$ cat src/hrf_pkg.sv
// Package for the HTTP response framer: phase and role codes, sizes, key text.
`default_nettype none
package hrf_pkg;

  localparam int LenW    = 32;           // width of the Content-Length counters
  localparam int CodeW   = 10;           // status code width
  localparam int KeyLen  = 14;           // length of "Content-Length"
  localparam int KeyIdxW = 4;            // index into the key text
  localparam logic [CodeW-1:0] CodeMax = CodeW'(999);
  localparam logic [7:0] ChCr    = 8'h0d;
  localparam logic [7:0] ChLf    = 8'h0a;
  localparam logic [7:0] ChSpace = 8'h20;
  localparam logic [7:0] ChColon = 8'h3a;
  localparam logic [7:0] ChZero  = 8'h30;
  localparam logic [7:0] ChNine  = 8'h39;

  // Parser phase, one-hot.
  typedef enum logic [6:0] {
    PH_VERSION = 7'b0000001,
    PH_CODE    = 7'b0000010,
    PH_REASON  = 7'b0000100,
    PH_NAME    = 7'b0001000,
    PH_VALUE   = 7'b0010000,
    PH_BODY    = 7'b0100000,
    PH_DONE    = 7'b1000000
  } phase_t;

  // Role tag of each byte.
  typedef enum logic [2:0] {
    ROLE_VERSION  = 3'd0,
    ROLE_CODE     = 3'd1,
    ROLE_REASON   = 3'd2,
    ROLE_NAME     = 3'd3,
    ROLE_VALUE    = 3'd4,
    ROLE_SEP      = 3'd5,
    ROLE_BODY     = 3'd6,
    ROLE_UNUSED   = 3'd7
  } role_t;

  // Character of "Content-Length" at a given position.
  function automatic logic [7:0] key_char(input logic [KeyIdxW-1:0] idx);
    logic [7:0] c;
    unique case (idx)
      4'd0:    c = 8'h43; // C
      4'd1:    c = 8'h6f; // o
      4'd2:    c = 8'h6e; // n
      4'd3:    c = 8'h74; // t
      4'd4:    c = 8'h65; // e
      4'd5:    c = 8'h6e; // n
      4'd6:    c = 8'h74; // t
      4'd7:    c = 8'h2d; // -
      4'd8:    c = 8'h4c; // L
      4'd9:    c = 8'h65; // e
      4'd10:   c = 8'h6e; // n
      4'd11:   c = 8'h67; // g
      4'd12:   c = 8'h74; // t
      4'd13:   c = 8'h68; // h
      default: c = 8'h00;
    endcase
    return c;
  endfunction

endpackage
`default_nettype wire

$ cat src/http_response_framer.sv
// Top level of the HTTP response framer: byte-serial HTTP/1.1 response tagger.
`default_nettype none
// Takes one HTTP/1.1 response one byte per beat and returns one result beat
// per input beat: the byte, its role (version, code, reason, header name,
// header value, separator, body, not consumed) and the running parse status
// (status code saturating at 999, status line done, headers done, the last
// committed Content-Length value, message done). Only a header name equal to
// "Content-Length" (case sensitive) commits its value; the last such line
// wins. A header line with no colon, the empty line included, ends the
// headers, and the body is then counted down; with no length or a zero
// length the message completes on that line's LF. After completion each byte
// is tagged not consumed and no state changes. Throughput is one byte per
// clock with no gaps while the output is not backpressured: the input
// register feeds a combinational parse step that writes the result
// register, so each beat passes the input register, then the result
// register. That rate is set by the parse state loop. Backpressure on the
// output stalls both registers; the input side stays ready whenever the
// result register is free or drains.
module http_response_framer
  import hrf_pkg::*;
(
  input  wire logic        clk,
  input  wire logic        rst_n,
  input  wire logic        in_tvalid,
  output logic             in_tready,
  input  wire logic [7:0]  in_tdata,   // [7:0] data_byte
  input  wire logic        in_tlast,   // chunk_last
  output logic             out_tvalid,
  input  wire logic        out_tready,
  output logic [55:0]      out_tdata,  // [7:0] echo_byte, [8] consumed,
                                       // [18:9] status_code, [19] status_line_done,
                                       // [20] headers_done, [52:21] content_length,
                                       // [53] message_done, [55:54] zero
  output logic [2:0]       out_tuser,  // [2:0] byte_role
  output logic             out_tlast   // chunk_end_echo
);

  localparam logic [LenW-1:0]  LenMax = {LenW{1'b1}};
  localparam int               MulW   = LenW + 4;

  // Input register.
  logic            s1_valid_r;
  logic [7:0]      s1_data_r;
  logic            s1_last_r;

  // Result register.
  logic            out_valid_r;
  logic [7:0]      out_byte_r;
  role_t           out_role_r;
  logic            out_used_r;
  logic [CodeW-1:0] out_code_r;
  logic            out_sl_done_r;
  logic            out_hdr_done_r;
  logic [LenW-1:0] out_len_r;
  logic            out_msg_done_r;
  logic            out_last_r;

  // Parse state.
  phase_t              phase_r, phase_nxt;
  logic                cr_pend_r, cr_pend_nxt;
  logic                skip_r, skip_nxt;
  logic [CodeW-1:0]    code_acc_r, code_acc_nxt;
  logic                code_stop_r, code_stop_nxt;
  logic [KeyIdxW-1:0]  key_idx_r, key_idx_nxt;
  logic                key_miss_r, key_miss_nxt;
  logic [LenW-1:0]     val_acc_r, val_acc_nxt;
  logic                val_stop_r, val_stop_nxt;
  logic [LenW-1:0]     len_r, len_nxt;
  logic                len_found_r, len_found_nxt;
  logic [LenW-1:0]     body_rem_r, body_rem_nxt;
  role_t               role;
  logic                used;

  logic                advance;
  logic                step;
  logic                is_digit;
  logic [3:0]          digit_val;
  logic [CodeW+3:0]    code_mul;
  logic [MulW-1:0]     val_mul;
  logic                commit;

  // Advance the pipe when the result register is empty or being drained.
  assign advance   = !out_valid_r || out_tready;
  assign in_tready = !s1_valid_r || advance;
  assign step      = s1_valid_r && advance;

  assign is_digit  = (s1_data_r >= ChZero) && (s1_data_r <= ChNine);
  assign digit_val = 4'(s1_data_r - ChZero);
  assign code_mul  = ({4'b0, code_acc_r} << 3) + ({4'b0, code_acc_r} << 1)
                   + (CodeW+4)'(digit_val);
  assign val_mul   = ({4'b0, val_acc_r} << 3) + ({4'b0, val_acc_r} << 1)
                   + MulW'(digit_val);
  assign commit    = !key_miss_r && (key_idx_r == KeyIdxW'(KeyLen));

  // One parse step for the byte in the input register.
  always_comb begin
    phase_nxt     = phase_r;
    cr_pend_nxt   = cr_pend_r;
    skip_nxt      = skip_r;
    code_acc_nxt  = code_acc_r;
    code_stop_nxt = code_stop_r;
    key_idx_nxt   = key_idx_r;
    key_miss_nxt  = key_miss_r;
    val_acc_nxt   = val_acc_r;
    val_stop_nxt  = val_stop_r;
    len_nxt       = len_r;
    len_found_nxt = len_found_r;
    body_rem_nxt  = body_rem_r;
    role          = ROLE_SEP;
    used          = 1'b1;

    priority if (phase_r == PH_DONE) begin
      role = ROLE_UNUSED;
      used = 1'b0;
    end else if (phase_r == PH_BODY) begin
      role = ROLE_BODY;
      if (body_rem_r != '0) begin
        body_rem_nxt = body_rem_r - LenW'(1);
      end
      if (body_rem_r <= LenW'(1)) begin
        phase_nxt = PH_DONE;
      end
    end else if (cr_pend_r && s1_data_r == ChLf) begin
      // CR LF: end the line.
      cr_pend_nxt = 1'b0;
      role        = ROLE_SEP;
      if (phase_r == PH_NAME) begin
        // Line with no colon: headers end.
        if (len_found_r && len_r != '0) begin
          body_rem_nxt = len_r;
          phase_nxt    = PH_BODY;
        end else begin
          body_rem_nxt = '0;
          phase_nxt    = PH_DONE;
        end
      end else begin
        if (phase_r == PH_VALUE && commit) begin
          len_nxt       = val_acc_r;
          len_found_nxt = 1'b1;
        end
        phase_nxt    = PH_NAME;
        key_idx_nxt  = '0;
        key_miss_nxt = 1'b0;
        skip_nxt     = 1'b0;
      end
    end else if (s1_data_r == ChCr) begin
      // Tag CR as a separator; it acts as content if no LF follows.
      cr_pend_nxt = 1'b1;
      role        = ROLE_SEP;
      unique case (phase_r)
        PH_CODE: begin
          skip_nxt      = 1'b0;
          code_stop_nxt = 1'b1;
        end
        PH_REASON: skip_nxt = 1'b0;
        PH_NAME:   key_miss_nxt = 1'b1;
        PH_VALUE: begin
          skip_nxt     = 1'b0;
          val_stop_nxt = 1'b1;
        end
        default: ;
      endcase
    end else begin
      cr_pend_nxt = 1'b0;
      unique case (phase_r)
        PH_VERSION: begin
          if (s1_data_r == ChSpace) begin
            phase_nxt = PH_CODE;
            skip_nxt  = 1'b1;
            role      = ROLE_SEP;
          end else begin
            role = ROLE_VERSION;
          end
        end
        PH_CODE: begin
          if (s1_data_r == ChSpace) begin
            if (!skip_r) begin
              phase_nxt = PH_REASON;
            end
            skip_nxt = 1'b1;
            role     = ROLE_SEP;
          end else begin
            skip_nxt = 1'b0;
            role     = ROLE_CODE;
            if (is_digit && !code_stop_r) begin
              code_acc_nxt = (code_mul > (CodeW+4)'(CodeMax)) ? CodeMax
                                                              : CodeW'(code_mul);
            end else begin
              code_stop_nxt = 1'b1;
            end
          end
        end
        PH_REASON: begin
          if (skip_r && s1_data_r == ChSpace) begin
            role = ROLE_SEP;
          end else begin
            skip_nxt = 1'b0;
            role     = ROLE_REASON;
          end
        end
        PH_NAME: begin
          if (s1_data_r == ChColon) begin
            phase_nxt    = PH_VALUE;
            skip_nxt     = 1'b1;
            val_acc_nxt  = '0;
            val_stop_nxt = 1'b0;
            role         = ROLE_SEP;
          end else begin
            role = ROLE_NAME;
            if (!key_miss_r && key_idx_r < KeyIdxW'(KeyLen)
                && s1_data_r == key_char(key_idx_r)) begin
              key_idx_nxt = key_idx_r + KeyIdxW'(1);
            end else begin
              key_miss_nxt = 1'b1;
            end
          end
        end
        PH_VALUE: begin
          if (skip_r && s1_data_r == ChSpace) begin
            role = ROLE_SEP;
          end else begin
            skip_nxt = 1'b0;
            role     = ROLE_VALUE;
            if (is_digit && !val_stop_r) begin
              val_acc_nxt = (val_mul > MulW'(LenMax)) ? LenMax : LenW'(val_mul);
            end else begin
              val_stop_nxt = 1'b1;
            end
          end
        end
        default: ;
      endcase
    end
  end

  // Control and parse state.
  always_ff @(posedge clk) begin
    if (!rst_n) begin
      s1_valid_r  <= 1'b0;
      out_valid_r <= 1'b0;
      phase_r     <= PH_VERSION;
      cr_pend_r   <= 1'b0;
      skip_r      <= 1'b0;
      code_acc_r  <= '0;
      code_stop_r <= 1'b0;
      key_idx_r   <= '0;
      key_miss_r  <= 1'b0;
      val_acc_r   <= '0;
      val_stop_r  <= 1'b0;
      len_r       <= '0;
      len_found_r <= 1'b0;
      body_rem_r  <= '0;
    end else begin
      if (in_tready) begin
        s1_valid_r <= in_tvalid;
      end
      if (advance) begin
        out_valid_r <= s1_valid_r;
      end
      if (step) begin
        phase_r     <= phase_nxt;
        cr_pend_r   <= cr_pend_nxt;
        skip_r      <= skip_nxt;
        code_acc_r  <= code_acc_nxt;
        code_stop_r <= code_stop_nxt;
        key_idx_r   <= key_idx_nxt;
        key_miss_r  <= key_miss_nxt;
        val_acc_r   <= val_acc_nxt;
        val_stop_r  <= val_stop_nxt;
        len_r       <= len_nxt;
        len_found_r <= len_found_nxt;
        body_rem_r  <= body_rem_nxt;
      end
    end
  end

  // Payload registers: load the input beat, then the result beat.
  always_ff @(posedge clk) begin
    if (in_tready && in_tvalid) begin
      s1_data_r <= in_tdata;
      s1_last_r <= in_tlast;
    end
    if (step) begin
      out_byte_r     <= s1_data_r;
      out_role_r     <= role;
      out_used_r     <= used;
      out_code_r     <= code_acc_nxt;
      out_sl_done_r  <= phase_nxt == PH_NAME || phase_nxt == PH_VALUE
                     || phase_nxt == PH_BODY || phase_nxt == PH_DONE;
      out_hdr_done_r <= phase_nxt == PH_BODY || phase_nxt == PH_DONE;
      out_len_r      <= len_nxt;
      out_msg_done_r <= phase_nxt == PH_DONE;
      out_last_r     <= s1_last_r;
    end
  end

  assign out_tvalid = out_valid_r;
  assign out_tdata  = {2'b00, out_msg_done_r, out_len_r, out_hdr_done_r,
                       out_sl_done_r, out_code_r, out_used_r, out_byte_r};
  assign out_tuser  = out_role_r;
  assign out_tlast  = out_last_r;

`ifndef SYNTHESIS
  // A completed message implies both the status line and headers are done.
  a_done_order: assert property (@(posedge clk) disable iff (!rst_n)
    out_valid_r && out_msg_done_r |-> out_hdr_done_r && out_sl_done_r)
    else $error("message done without headers done");

  // Not-consumed role and the consumed flag agree.
  a_used_role: assert property (@(posedge clk) disable iff (!rst_n)
    out_valid_r |-> (out_used_r == (out_role_r != ROLE_UNUSED)))
    else $error("consumed flag disagrees with role");

  // The body phase always has bytes left to count.
  a_body_rem: assert property (@(posedge clk) disable iff (!rst_n)
    phase_r == PH_BODY |-> body_rem_r != '0)
    else $error("body phase with zero remaining");
`endif

endmodule
`default_nettype wire
$ cat config.mk
export PLATFORM = sky130hd
export DESIGN_NAME = http_response_framer
export DESIGN_NICKNAME = d
export VERILOG_FILES = /design/src/hrf_pkg.sv /design/src/http_response_framer.sv
export SDC_FILE = /design/constraint.sdc
export NUM_CORES = 1
export LEC_CHECK = 0
export BUFFER_PORTS_ARGS = -buffer_cell sky130_fd_sc_hd__buf_2
export CORE_MARGIN = 2
export CORE_UTILIZATION = 60
export CTS_BUF_LIST = sky130_fd_sc_hd__clkbuf_8 sky130_fd_sc_hd__clkbuf_16
export DETAILED_ROUTE_END_ITERATION = 10
export GPL_TIMING_DRIVEN = 0
export PLACE_DENSITY = 0.91
export SYNTH_ARGS = -nofsm -noshare
export SYNTH_HDL_FRONTEND = slang
export SYNTH_SLANG_ARGS = --single-unit
$ cat constraint.sdc
create_clock -name clk -period 5.1 [get_ports clk]
set_input_delay 0.255 -clock clk [delete_from_list [all_inputs] [get_ports clk]]
set_output_delay 0.255 -clock clk [all_outputs]
set_load 0.03 [all_outputs]
==> Flow_metrics.wiki, run 1 <==
{| class="wikitable"
! Metric !! Value
|-
| Outcome || finished clean
|-
| Share of synthesized area occupied by flip-flops and latches || 0.384
|-
| Die height || 146 um
|-
| Leak pwr || 5.42 nW
|-
| Total number of vias || 11100
|-
| Most frequent standard cell in the layout excluding fill and tap cells || sky130_fd_sc_hd__nand2_1
|-
| Final setup viols || 0
|-
| Combined area of all synthesized cells || 0.0121 mm^2
|-
| Cell depth of the worst hold path || 3
|-
| Normalized max-slew margin || 0.340
|-
| Worst r2r path cells || 17
|-
| TritonCTS clock tree || yes
|-
| Via count of the first global-routing pass || 10600
|-
| Number of warnings printed during yosys synthesis || 0
|-
| Total count of hold-check failures in the final report || 0
|-
| Total wirelength of the detailed-routed design || 32700 um
|-
| Sequential cell area || 0.00465 mm^2
|-
| First-iteration detailed-routing DRC count || 983
|-
| Count of flip-flops with a built-in enable after synthesis || 67
|-
| Insertion delay of the later-clocked pin in the worst-skew pair || 0.44 ns
|-
| Library cell used as clock root buffer || sky130_fd_sc_hd__clkbuf_16
|-
| Transition time of the tightest slew-check pin || 0.990 ns
|-
| Hold/Removal Path Class || in -> reg
|-
| DR vias/cell || 6.50
|-
| Number of antenna violations at the first check in global routing || 1
|-
| Data arrival time at the worst-slack endpoint || 5.04 ns
|-
| DRC violations left || 0
|-
| Async set-reset flop share out of synthesis || 0
|-
| Row Count || 52
|-
| Count of TritonRoute iterations in the first routing pass || 8
|-
| Post-detailed-placement half-perimeter wirelength || 23600 um
|-
| CP Class || reg -> reg
|-
| Die Width || 146 um
|-
| Total congestion overflow after global routing || 0
|-
| Effective utilization at floorplan || 0.606
|-
| Largest driver fanout on the critical path || 10
|-
| Final min period || 4.75 ns
|-
| Largest net degree at the start of global routing || 68
|-
| I/O pins || 75
|-
| Fraction of layout cells with a size suffix above 1 || 0.125
|-
| Largest clock skew in the final design || 0.0142 ns
|-
| Capture endpoint of the worst hold path || s1_valid_r
|-
| Top achievable clock speed || 210 MHz
|-
| Worst Setup End Kind || flop
|-
| Synth unique cells || 83
|-
| Commonest non-fill, non-tap cells in the layout || sky130_fd_sc_hd__nand2_1 (141), sky130_fd_sc_hd__dfxtp_1 (132), sky130_fd_sc_hd__o21ai_0 (115), sky130_fd_sc_hd__ha_1 (94), sky130_fd_sc_hd__buf_2 (79)
|-
| Number of instances in the synthesized netlist || 1328
|-
| Post-layout nets || 1539
|-
| Count of input and output buffers || 71
|-
| Beginning of the worst register-to-register path || s1_data_r[3]
|-
| CTS H-tree lvls || 4
|-
| CTS sink cnt || 199
|-
| Overall routing resource usage || 0.301
|-
| Count of placed standard cells in the final layout, fillers left out || 1711
|-
| Fin Setup TNS || 0 ns
|-
| Global placer's final weighted congestion || 0.945
|-
| Number of synthesized register bits || 199
|-
| Critical Path Source Type || flop
|-
| Worst-case clock buffer depth || 2
|-
| Layout fillers || 1538
|-
| Standard cell core area || 0.0200 mm^2
|-
| CTS clk-pin slew, worst paths || 0.07 ns
|-
| Area added between synthesis and finish || 11.1%
|-
| Worst vdd ir || 233 uV
|-
| First-pass GRT wire length || 52400 um
|-
| Power per unit of standard cell area || 232 mW/mm^2
|-
| Area occupied by multi-input gates || 0.00703 mm^2
|-
| Share of the clock period used by the worst path || 0.932
|-
| Top_reg_cell synth || sky130_fd_sc_hd__dfxtp_1
|-
| Die area || 0.0214 mm^2
|-
| Number of nets with antenna violations after routing || 0
|-
| MaxCap Viol Count || 0
|-
| Unrepaired setup endpoints after global routing || false
|-
| Avg Cell Area, Syn || 9.14 um^2
|-
| ANT cells || 0
|-
| Worst Path Required || 5.39 ns
|-
| Placed insts || 1670
|-
| Number of CTS-inserted buffers || 17
|-
| Reg-to-reg slack, setup || 0.35 ns
|-
| Cells resized by post-CTS repair || 0
|-
| Worst min-delay path startpoint || in_tvalid
|-
| WL per Instance || 19.1 um
|-
| Final count of pins violating max slew || 0
|}
## power by group
part           internal (W)  total [W]  switching [W]  leakage [nW]
registers           0.00167    0.00169      0.0000195          1.68
logic             0.0000467   0.000155       0.000108          3.45
clock network      0.000679    0.00128       0.000606         0.290
total               0.00239    0.00313       0.000734          5.42
## Yosys cell counts (all sizes together) (13+ instances only)
cell / instances / area [um^2]
nor3: 31 / 178
ha: 94 / 1180
mux2: 33 / 372
a21oi: 69 / 345
o21ai: 117 / 586
and2: 23 / 144
clkbuf: 59 / 223
a22oi: 29 / 218
nor2b: 24 / 150
nor2: 70 / 263
xnor2: 38 / 333
a21boi: 43 / 323
nand2: 142 / 536
nand2b: 13 / 81.3
nand3: 31 / 155
a31oi: 33 / 206
nand4: 13 / 81.3
buf: 18 / 123
nor4: 17 / 128
inv: 29 / 109
o211ai: 13 / 97.6
edfxtp: 67 / 2010
dfxtp: 132 / 2640
## state kept, by name (all words and copies together) (netlist names), 3 cells and up, named ones only
signal / flops
body_rem_r: 32
code_acc_r: 10
key_idx_r: 4
len_r: 32
out_byte_r: 8
out_code_r: 10
out_len_r: 32
out_tuser: 3
phase_r: 7
s1_data_r: 8
val_acc_r: 32
## per-layer routing
metal / wire length (um) / vias up / track usage
met4: 1420 / 2 / 0.154
li1: - / 5160 / -
met5: 9 / - / 0
met1: 13100 / 5311 / 0.372
met3: 2640 / 112 / 0.0506
met2: 15600 / 531 / 0.508
## metrics by stage
step	worst slack, ns	hold WS, ns	power, W	util	cell area (um^2)
after floorplan	1.33	0.354	0.00182	-	12100
after global placement	0.370	0.401	0.00187	0.640	12800
after detailed placement	0.541	0.431	0.00187	0.641	12800
after CTS	0.486	0.0553	0.00312	0.673	13500
after global routing	0.123	0.0783	0.00320	0.673	13500
final	0.346	0.0501	0.00313	0.673	13500
## cell families after synthesis
kind of cell | share of synthesized area
AOI/OAI and AO/OA | 0.231
and+or+nand+nor | 0.176
DFF | 0.384
buffers and inverters | 0.0374
adders and majority gates | 0.104
xor gates and xnor gates | 0.0346
muxes | 0.0339
other | 0.000309
## layout make-up
| type | count | share of cell area |
|---|---|---|
| buffer | 77 | 0.0259 |
| timing repair buffer | 80 | 0.0330 |
| sequential | 199 | 0.345 |
| clock buffer | 20 | 0.0354 |
| inverter | 29 | 0.00807 |
| tap | 270 | 0.0250 |
| clock inverter | 12 | 0.00603 |
| multi-input combinational | 1024 | 0.521 |
## how the worst max path moves through the flow
stage	start	end	cells after the start
2_1_floorplan	s1_data_r[4]	flop	19
3_3_place_gp	out_tready	code_acc_r[5]	8
3_5_place_dp	s1_data_r[3]	val_acc_r[6]	11
4_1_cts	s1_data_r[3]	val_acc_r[6]	11
5_1_grt	s1_data_r[4]	flop	19
6_report	s1_data_r[3]	flop	17
## timing repair
item	4_1_cts	5_1_grt
hold buffers	9	0
setup buffers	0	0
endpoints found under the hold margin	9	0
## worst max-delay path, stage by stage, from the launching register on
cell and delay [ns]:
sky130_fd_sc_hd__edfxtp_1 0.76, sky130_fd_sc_hd__nor4bb_1 0.44, sky130_fd_sc_hd__and3_1 0.31, sky130_fd_sc_hd__inv_1 0.08, sky130_fd_sc_hd__clkbuf_1 0.24, sky130_fd_sc_hd__ha_1 0.28
sky130_fd_sc_hd__inv_1 0.06, sky130_fd_sc_hd__o31a_1 0.13, sky130_fd_sc_hd__and4_1 0.22, sky130_fd_sc_hd__clkbuf_1 0.24, sky130_fd_sc_hd__o21ai_0 0.22, sky130_fd_sc_hd__and2_1 0.23
sky130_fd_sc_hd__o21ai_1 0.47, sky130_fd_sc_hd__inv_1 0.18, sky130_fd_sc_hd__ha_1 0.22, sky130_fd_sc_hd__mux2_2 0.28, sky130_fd_sc_hd__o22ai_1 0.19, sky130_fd_sc_hd__a21oi_1 0.06
(Power assumes the default switching activity.)
==> run 2, diff against run 1 <==
- PLACE_DENSITY: 0.91 -> unset
- PLACE_DENSITY_LB_ADDON: unset -> 0.08
==> Flow_metrics.wiki, run 2 (synthesized netlist as in run 1, its figures left out) <==
{| class="wikitable"
! Metric !! Value
|-
| ANT cells || 0 (unchanged)
|-
| CTS H-tree lvls || 4 (unchanged)
|-
| Share of the clock period used by the worst path || 0.915 (was 0.932)
|-
| Ordered list of cells on the worst path || fa_1 > ha_1 > a211oi_1 > o21ai_0 > a31oi_1 > a211oi_1 > o41a_1 > o2bb2ai_1 > nor4b_4 > clkbuf_1 > o21ai_0 (was nor4bb_1 > and3_1 > inv_1 > clkbuf_1 > ha_1 > inv_1 > o31a_1 > and4_1 > clkbuf_1 > o21ai_0 > and2_1 > o21ai_1 > inv_1 > ha_1 > mux2_2 > o22ai_1 > a21oi_1)
|-
| Insertion delay of the later-clocked pin in the worst-skew pair || 0.45 ns (was 0.44 ns)
|-
| Hold/Removal Path Class || in -> reg (unchanged)
|-
| Kind of cell with the highest combined delay on the critical path || compound AO/OA/AOI/OAI gates (was simple AND/OR/NAND/NOR gates)
|-
| Standard cell core area || 0.0200 mm^2 (unchanged)
|-
| Total count of hold-check failures in the final report || 0 (unchanged)
|-
| Via count of the first global-routing pass || 10000 (was 10600)
|-
| Final min period || 4.67 ns (was 4.75 ns)
|-
| CP Class || reg -> reg (unchanged)
|-
| Post-layout nets || 1539 (unchanged)
|-
| Count of TritonRoute iterations in the first routing pass || 5 (was 8)
|-
| Fraction of layout cells with a size suffix above 1 || 0.127 (was 0.125)
|-
| Leak pwr || 5.41 nW (was 5.42 nW)
|-
| Largest driver fanout on the critical path || 10 (unchanged)
|-
| Area occupied by multi-input gates || 0.00704 mm^2 (was 0.00703 mm^2)
|-
| Largest clock skew in the final design || 0.0149 ns (was 0.0142 ns)
|-
| Worst Setup End Kind || flop (unchanged)
|-
| Reg-to-reg slack, setup || 0.43 ns (was 0.35 ns)
|-
| Final setup viols || 0 (unchanged)
|-
| Sequential cell area || 0.00465 mm^2 (unchanged)
|-
| I/O pins || 75 (unchanged)
|-
| Effective utilization at floorplan || 0.606 (unchanged)
|-
| Number of antenna violations at the first check in global routing || 0 (was 1)
|-
| Outcome || finished clean (unchanged)
|-
| Normalized max-slew margin || 0.354 (was 0.340)
|-
| Post-detailed-placement half-perimeter wirelength || 23500 um (was 23600 um)
|-
| Worst-case clock buffer depth || 2 (unchanged)
|-
| Most frequent standard cell in the layout excluding fill and tap cells || sky130_fd_sc_hd__nand2_1 (unchanged)
|-
| Layout fillers || 1709 (was 1538)
|-
| Data arrival time at the worst-slack endpoint || 4.97 ns (was 5.04 ns)
|-
| Buffer and inverter count on the worst path || 1 (was 5)
|-
| Worst vdd ir || 206 uV (was 233 uV)
|-
| Die Width || 146 um (unchanged)
|-
| CTS clk-pin slew, worst paths || 0.07 ns (about the same)
|-
| Max incr delay on CP || 0.73 ns (was 0.76 ns)
|-
| Count of input and output buffers || 71 (unchanged)
|-
| Critical Path Source Type || flop (unchanged)
|-
| Total wirelength of the detailed-routed design || 31600 um (was 32700 um)
|-
| DR vias/cell || 6.21 (was 6.50)
|-
| MaxCap Viol Count || 0 (unchanged)
|-
| Unrepaired setup endpoints after global routing || false (unchanged)
|-
| WL per Instance || 18.5 um (was 19.1 um)
|-
| Largest net degree at the start of global routing || 68 (unchanged)
|-
| Commonest non-fill, non-tap cells in the layout || sky130_fd_sc_hd__nand2_1 (141), sky130_fd_sc_hd__dfxtp_1 (132), sky130_fd_sc_hd__o21ai_0 (115), sky130_fd_sc_hd__ha_1 (94), sky130_fd_sc_hd__buf_2 (79) (unchanged)
|-
| Global placer's final weighted congestion || 0.935 (was 0.945)
|-
| First-pass GRT wire length || 51100 um (was 52400 um)
|-
| Smallest hold slack || 0.0594 ns (was 0.0501 ns)
|-
| DRC violations left || 0 (unchanged)
|-
| First-iteration detailed-routing DRC count || 625 (was 983)
|-
| Final count of pins violating max slew || 0 (unchanged)
|-
| CTS sink cnt || 199 (unchanged)
|-
| Total number of vias || 10600 (was 11100)
|-
| Row Count || 52 (unchanged)
|-
| Top achievable clock speed || 214 MHz (was 210 MHz)
|-
| Die area || 0.0214 mm^2 (unchanged)
|-
| Total congestion overflow after global routing || 0 (unchanged)
|-
| Overall routing resource usage || 0.295 (was 0.301)
|-
| Fin Setup TNS || 0 ns (unchanged)
|-
| Area added between synthesis and finish || 11.0% (was 11.1%)
|-
| Number of CTS-inserted buffers || 17 (unchanged)
|-
| TritonCTS clock tree || yes (unchanged)
|-
| Power per unit of standard cell area || 229 mW/mm^2 (was 232 mW/mm^2)
|-
| Worst Path Required || 5.40 ns (was 5.39 ns)
|-
| Library cell used as clock root buffer || sky130_fd_sc_hd__clkbuf_16 (unchanged)
|-
| Die height || 146 um (unchanged)
|-
| Slowest library cell on the worst path || sky130_fd_sc_hd__edfxtp_1 (unchanged)
|-
| Number of nets with antenna violations after routing || 0 (unchanged)
|-
| Transition time of the tightest slew-check pin || 0.969 ns (was 0.990 ns)
|}
## run 2: cell types whose count changed in the layout (fill, tap and decap cells not counted)
| cell | before | now |
|---|---|---|
| sky130_fd_sc_hd__clkbuf_8 | 2 | 0 |
| sky130_fd_sc_hd__clkinvlp_4 | 1 | 2 |
| sky130_fd_sc_hd__nor4b_4 | 0 | 1 |
| sky130_fd_sc_hd__nor4b_2 | 1 | 0 |
| sky130_fd_sc_hd__inv_8 | 1 | 2 |
| sky130_fd_sc_hd__clkbuf_16 | 18 | 17 |
| sky130_fd_sc_hd__clkinv_2 | 0 | 4 |
| sky130_fd_sc_hd__inv_1 | 34 | 31 |
## run 2: worst register-to-register path, stage by stage, from the launching register on
cell and delay (ns):
sky130_fd_sc_hd__edfxtp_1 0.73, sky130_fd_sc_hd__fa_1 0.58, sky130_fd_sc_hd__ha_1 0.34, sky130_fd_sc_hd__a211oi_1 0.27, sky130_fd_sc_hd__o21ai_0 0.21, sky130_fd_sc_hd__a31oi_1 0.46
sky130_fd_sc_hd__a211oi_1 0.22, sky130_fd_sc_hd__o41a_1 0.40, sky130_fd_sc_hd__o2bb2ai_1 0.17, sky130_fd_sc_hd__nor4b_4 0.52, sky130_fd_sc_hd__clkbuf_1 0.46, sky130_fd_sc_hd__o21ai_0 0.18
## run 2: layout make-up
cell class              instances  share of cell area
clock inverters                15             0.00808
flip-flops and latches        199               0.346
plain buffers                  77              0.0259
repair buffers                 80              0.0331
well taps                     270              0.0251
multi-input cells            1024               0.523
clock buffers                  17              0.0316
inverters                      29             0.00808
## run 2: where the power goes
part	switching (W)	internal (W)
Combinational	0.000108	0.0000467
Sequential	0.0000181	0.00167
Clock	0.000620	0.000627
## run 2: worst paths after layout
path / start / endpoint / depth (start not counted)
max: s1_data_r[3] / val_acc_r[26] / 11
min: in_tvalid / s1_valid_r / 3
max reg2reg: s1_data_r[3] / val_acc_r[26] / 11
min reg2reg: s1_last_r / out_tlast / 0
## run 2: repair_timing
| item | 4_1_cts | 5_1_grt |
|---|---|---|
| hold buffers | 9 | 0 |
| endpoints found under the hold margin | 9 | 0 |
| endpoints found under the setup margin | 0 | 19 |
| gates resized for setup | 0 | 1 |
| buffers inserted | 0 | 0 |
## run 2: per-stage QoR
stage	power [W]	cells	util	worst slack (ns)	area (um^2)
5_1_grt	0.00317	1711	0.672	0.0410	13500
3_3_place_gp	0.00187	1670	0.640	0.395	12800
4_1_cts	0.00309	1711	0.672	0.276	13500
3_5_place_dp	0.00187	1670	0.641	0.317	12800
2_1_floorplan	0.00182	1329	-	1.33	12100
6_report	0.00309	1711	0.672	0.434	13500
## run 2: per-layer routing
metal	routed length, um	part of all wire	up-vias	GRT usage
met5	0	0	-	0
met4	972	0.031	0	0.106
met3	1930	0.061	70	0.0528
met2	15000	0.47	362	0.490
met1	13700	0.43	5036	0.390
li1	-	-	5156	-
